--- src/hw/rtl/emglpf_pkg.sv ---
// Shared types and constants for the EMG low-pass IIR averager.
// No dependencies; used by the lane, merge and top-level modules.
package emglpf_pkg;

    // Field widths fixed by the interface.
    localparam int SAMPLE_W   = 10;
    localparam int SCALE_W    = 24;
    localparam int COEF_W     = 33;
    localparam int OUT_W      = 16;
    localparam int CFG_IDX_W  = 2;
    localparam int CFG_DATA_W = 33;

    // Internal datapath widths.
    localparam int X_W   = 34;  // sample times scale, Q.40 unsigned
    localparam int FF_W  = 37;  // feedforward sum 1,3,3,1
    localparam int Y_W   = 64;  // output history, Q23.40 signed
    localparam int ACC_W = 98;  // exact sum of three Q.70 products and feedforward

    localparam logic signed [Y_W-1:0] Y_MAX = 64'sh7FFF_FFFF_FFFF_FFFF;
    localparam logic signed [Y_W-1:0] Y_MIN = 64'sh8000_0000_0000_0000;

    // Register reset values.
    localparam logic [SCALE_W-1:0]       INPUT_SCALE_RST = 24'd5420441;
    localparam logic signed [COEF_W-1:0] FB_OLDEST_RST   = 33'sd1066605628;
    localparam logic signed [COEF_W-1:0] FB_MIDDLE_RST   = -33'sd3194280083;
    localparam logic signed [COEF_W-1:0] FB_NEWEST_RST   = 33'sd3201373932;

    // Configuration register indexes.
    typedef enum logic [CFG_IDX_W-1:0] {
        CFG_INPUT_SCALE = 2'd0,
        CFG_FB_OLDEST   = 2'd1,
        CFG_FB_MIDDLE   = 2'd2,
        CFG_FB_NEWEST   = 2'd3
    } t_cfg_idx;

    // Configuration as seen by every lane.
    typedef struct packed {
        logic [SCALE_W-1:0]       input_scale;
        logic signed [COEF_W-1:0] fb_oldest;
        logic signed [COEF_W-1:0] fb_middle;
        logic signed [COEF_W-1:0] fb_newest;
    } t_cfg;

    // Lane sequencer states: idle, three multiply phases, accumulate, finish one step, last.
    typedef enum logic [2:0] {
        LS_IDLE,
        LS_MUL_OLD,
        LS_MUL_MID,
        LS_MUL_NEW,
        LS_ACC,
        LS_FIN,
        LS_LAST
    } t_lane_state;

endpackage

--- src/hw/rtl/emglpf_merge.sv ---
// Merge stage: divides both lane sums by the step count and holds the result.
// Depends on emglpf_pkg for the output width.
module emglpf_merge #(
    parameter int STEPS = 3,
    localparam int SUM_W = 16 + $clog2(STEPS)
) (
    input  logic                                   i_clk,
    input  logic                                   i_rst_n,
    input  logic                                   i_done,
    input  logic signed [SUM_W-1:0]                i_sum_first,
    input  logic signed [SUM_W-1:0]                i_sum_second,
    input  logic                                   i_ready,
    output logic                                   o_valid,
    output logic signed [emglpf_pkg::OUT_W-1:0]    o_filtered_first,
    output logic signed [emglpf_pkg::OUT_W-1:0]    o_filtered_second,
    output logic                                   o_hold
);

    // Reciprocal scale chosen so that magnitude times RECIP, shifted by K, is exact.
    localparam int K = SUM_W + 3;
    localparam logic [K:0] RECIP =
        (K+1)'(((64'd1 << K) + 64'(STEPS) - 64'd1) / 64'(STEPS));
    localparam int P_W = SUM_W + K + 1;

    logic signed [SUM_W-1:0]              sums [2];
    logic                                 neg  [2];
    logic [SUM_W-1:0]                     mag  [2];
    logic [P_W-1:0]                       prod [2];
    logic                                 r_s1_valid;
    logic                                 r_neg [2];
    logic [emglpf_pkg::OUT_W-1:0]         r_q   [2];
    logic                                 r_out_valid;
    logic [emglpf_pkg::OUT_W-1:0]         r_out [2];
    logic                                 move;

    assign sums[0] = i_sum_first;
    assign sums[1] = i_sum_second;

    // Truncating division on the magnitude of each channel sum.
    always_comb begin
        for (int c = 0; c < 2; c++) begin
            neg[c]  = sums[c][SUM_W-1];
            mag[c]  = neg[c] ? (~sums[c] + 1'b1) : sums[c];
            prod[c] = P_W'(mag[c]) * P_W'(RECIP);
        end
    end

    assign move = r_s1_valid && (!r_out_valid || i_ready);

    // Handshake control for the quotient stage and the output register.
    always_ff @(posedge i_clk) begin
        if (!i_rst_n) begin
            r_s1_valid  <= 1'b0;
            r_out_valid <= 1'b0;
        end else begin
            if (i_done) begin
                r_s1_valid <= 1'b1;
            end else if (move) begin
                r_s1_valid <= 1'b0;
            end
            if (move) begin
                r_out_valid <= 1'b1;
            end else if (i_ready) begin
                r_out_valid <= 1'b0;
            end
        end
    end

    // Quotient magnitudes, then sign restored into the output register.
    always_ff @(posedge i_clk) begin
        for (int c = 0; c < 2; c++) begin
            if (i_done) begin
                r_neg[c] <= neg[c];
                r_q[c]   <= prod[c][K+emglpf_pkg::OUT_W-1:K];
            end
            if (move) begin
                r_out[c] <= r_neg[c] ? (16'd0 - r_q[c]) : r_q[c];
            end
        end
    end

    assign o_valid           = r_out_valid;
    assign o_filtered_first  = r_out[0];
    assign o_filtered_second = r_out[1];
    assign o_hold            = r_s1_valid;

endmodule

--- config.mk ---
export PLATFORM = sky130hd
export DESIGN_NAME = emglpf_merge
export DESIGN_NICKNAME = d
export VERILOG_FILES = /design/src/hw/rtl/emglpf_pkg.sv /design/src/hw/rtl/emglpf_merge.sv
export SDC_FILE = /design/constraint.sdc
export NUM_CORES = 1
export LEC_CHECK = 0
export ABC_AREA = 1
export ABC_CLOCK_PERIOD_IN_PS = 16000
export BUFFER_PORTS_ARGS = -buffer_cell sky130_fd_sc_hd__buf_2
export CORE_MARGIN = 3
export CORE_UTILIZATION = 45
export CTS_CLUSTER_DIAMETER = 50
export DETAILED_ROUTE_END_ITERATION = 10
export PLACE_DENSITY = 0.68
export SYNTH_ARGS = -nofsm -noshare
export SYNTH_HDL_FRONTEND = slang
export SYNTH_SLANG_ARGS = --single-unit
--- constraint.sdc ---
create_clock -name i_clk -period 16 [get_ports i_clk]
set_clock_uncertainty 0.1 [all_clocks]
set_input_delay 0 -clock i_clk [delete_from_list [all_inputs] [get_ports i_clk]]
set_output_delay 0 -clock i_clk [all_outputs]
set_load 0.005 [all_outputs]
==> run metrics <==
Top cell by count, worst path=inv_1; RSZ-0062 raised after global routing=no; CP Capture Type=flop; Worst Max-Slew Pin Slew=0.965 ns; Antenna Cells=0; CP peak stage delay=0.67 ns; Slew HR=35.5%; M3 GR Usage=2.51%; Final TNS setup=0 ns; Synth Area in Adders=43.8%; Core Util, Final=49.6%; # DRC=0; post-synthesis xor/xnor area fraction=3.45%; first-pass GRT wire length=59,600 µm; Max Buffers Root-to-Sink=2; via count=12,400; num rows=67; most used routing layer=met2; Final Wtd Congestion=0.972; area of the die=0.0365 mm²; post-synthesis compound-gate area fraction=5.45%; Root Driver=clkbuf_16; nets=2,582; Post-CTS Hold Buffers=2; fraction of layout cells with a size suffix above 1=6.00%; H-tree levels=3; Slew Viols, Final=0; multiplexer area fraction after synthesis=0%; total CTS buffers=9; Die X-Extent=191 µm; M2 GR Usage=35.4%; routed wire length=34,700 µm; Resized Gates After CTS=0; Hold/Removal Path Class=in2reg; CTS tree=done; Avg Cell Area, Syn=7.59 µm²; Hold Crit Endpoint=r_neg[0][1]$_DFFE_PP_; worst setup path class=in2reg; Arr. time, crit path=5.94 ns; largest family of logic cells by synthesized area=adder cells; Yosys warning count=0; drt first pass iters=6; CTS clock-pin slew for the worst setup and hold paths=0.05 ns; grt ovf=0; simple-gate share of the synthesized area=19.6%; Final setup viols=0; cell count after synthesis=2,031; number of global-route vias before repair=12,900; Sinks on Clock Net=68; synthesis-to-layout area growth=8.08%; DRT iter0 DRCs=609; Tot GR Track Use=20.0%; post-synthesis register bit count=68; count of flip-flops with a built-in enable after synthesis=66; RR Endpoint=r_out[0][14]$_DFFE_PP_; Register-to-Register Setup Slack=14.17 ns; min Tclk post-route=5.95 ns; register area share after synthesis=13.1%; WL per Instance=13.5 µm; Worst R2R Start=r_q[0][0]$_DFFE_PP_; Setup Fix Bufs, Post-CTS=0; slowest stage cell, crit path=fa_1; Primary FF master, synth=edfxtp_1; mapped cell area=0.0154 mm²; post-DP HPWL=31,400 µm; Distinct cells, synth=42; Worst-Skew Late Latency=0.32 ns; fin area=0.0167 mm²; endpoints failing hold=0; status=complete, no violations; period utilization=37.2%; required time worst endpoint=15.98 ns; input/output buffers=73; worst-path fanout max=5; HP Start=i_sum_second[17]; hold depth=1; MaxCap Viol Count=0; WHS=0.0280 ns; crit path launch type=primary input; Starting Density=45.9%; post-route ant nets=0; chip height=191 µm; drt via density=4.83; GR met1 Demand/Resource=26.1%; Fmax=168 MHz; Post-DP Area=0.0163 mm²; Synth async-reset ratio=0%; Core Region=0.0336 mm²; IO Pins=74; antenna violations before repair=0; largest net degree at the start of global routing=36; Reg2Reg Depth=8
-- state kept, by name (all words and copies together), names as in the netlist --
signal and count:
r_out 32, r_q 32, r_neg 2, o_hold 1
o_valid 1
-- layer usage --
| layer | part of all wire [%] | routed length (µm) | up-vias |
|---|---|---|---|
| li1 | - | - | 6302 |
| met1 | 45 | 15800 | 5772 |
| met2 | 48 | 16600 | 277 |
| met3 | 5.0 | 1740 | 47 |
| met4 | 1.9 | 651 | 0 |
| met5 | 0 | 0 | - |
-- cell families (layout without fill, tap and decap cells) --
group / count (synthesis) / count (layout)
buffers and inverters: 594 / 678
flip-flops: 68 / 68
AND/OR/NAND/NOR: 723 / 723
adder cells (fa/ha/maj): 428 / 428
other: 2 / 5
AO/OA/AOI/OAI: 157 / 157
XOR/XNOR: 59 / 59
-- layout make-up --
cell class | count | area, µm²
Timing Repair Buffer | 75 | 385
Clock inverter | 5 | 77.6
Sequential cell | 68 | 2020
Tap cell | 448 | 561
Inverter | 588 | 2210
Fill cell | 3315 | 17000
Clock buffer | 10 | 229
Multi-Input combinational cell | 1372 | 11200
-- layout by cell type (no fill, tap or decap), types with 5 or more instances in the layout --
master,n
a21oi_1,69
buf_2,73
clkbuf_16,9
conb_1,5
edfxtp_1,66
fa_1,187
ha_1,241
inv_1,585
nand2_1,443
nand2_2,12
nand3_1,77
nand4_1,13
nor2_1,132
nor2_2,11
nor3_1,16
o21ai_0,63
o21bai_1,5
xnor2_1,17
xor2_1,40
-- critical path: cells and delay by family --
family	cells	cell delay, ns
buffers and inverters	9	0.69
and+or+nand+nor	15	1.40
AOI/OAI and AO/OA	1	0.19
adders and majority gates	8	3.64
-- metrics by stage --
stage               cells  setup WS (ns)
global route         2566           9.65
floorplan            2034          10.25
detailed placement   2549           9.72
finish               2566          10.05
global placement     2549           9.86
CTS                  2566          10.06
-- how the worst max path moves through the flow --
stage / from / end / slack, ns / cells after the start
final: i_sum_first[0] / r_q[0][13]$_DFFE_PP_ / 10.05 / 33
after global routing: i_sum_second[1] / r_q[0][22]$_DFFE_PP_ / 9.65 / 27
after CTS: i_sum_first[0] / r_q[0][13]$_DFFE_PP_ / 10.06 / 33
after detailed placement: i_sum_first[0] / r_q[0][13]$_DFFE_PP_ / 9.72 / 33
after global placement: i_sum_first[0] / r_q[0][13]$_DFFE_PP_ / 9.86 / 33
after floorplan: i_sum_first[1] / r_q[0][13]$_DFFE_PP_ / 10.25 / 32
-- synth_stat cells (3+ instances only) --
| library cell | number | area share (%) |
|---|---|---|
| inv_1 | 585 | 14 |
| nand2_1 | 443 | 11 |
| ha_1 | 241 | 20 |
| fa_1 | 187 | 24 |
| nor2_1 | 132 | 3.2 |
| nand3_1 | 77 | 2.5 |
| a21oi_1 | 70 | 2.3 |
| edfxtp_1 | 66 | 13 |
| o21ai_0 | 63 | 2.0 |
| xor2_1 | 40 | 2.3 |
| xnor2_1 | 17 | 0.97 |
| nor3_1 | 16 | 0.52 |
| nand4_1 | 13 | 0.53 |
| nand2_2 | 12 | 0.49 |
| nor2_2 | 11 | 0.45 |
| o21bai_1 | 5 | 0.24 |
| and2_1 | 4 | 0.16 |
| nand3b_1 | 4 | 0.19 |
| nor3_2 | 4 | 0.26 |
| a21boi_0 | 3 | 0.15 |
| inv_2 | 3 | 0.073 |
| o21a_1 | 3 | 0.15 |
| o31ai_1 | 3 | 0.15 |
Power is left out: the tool's default activity adds up to more than one toggle a clock period on the data nets, which glitch-free logic cannot reach.
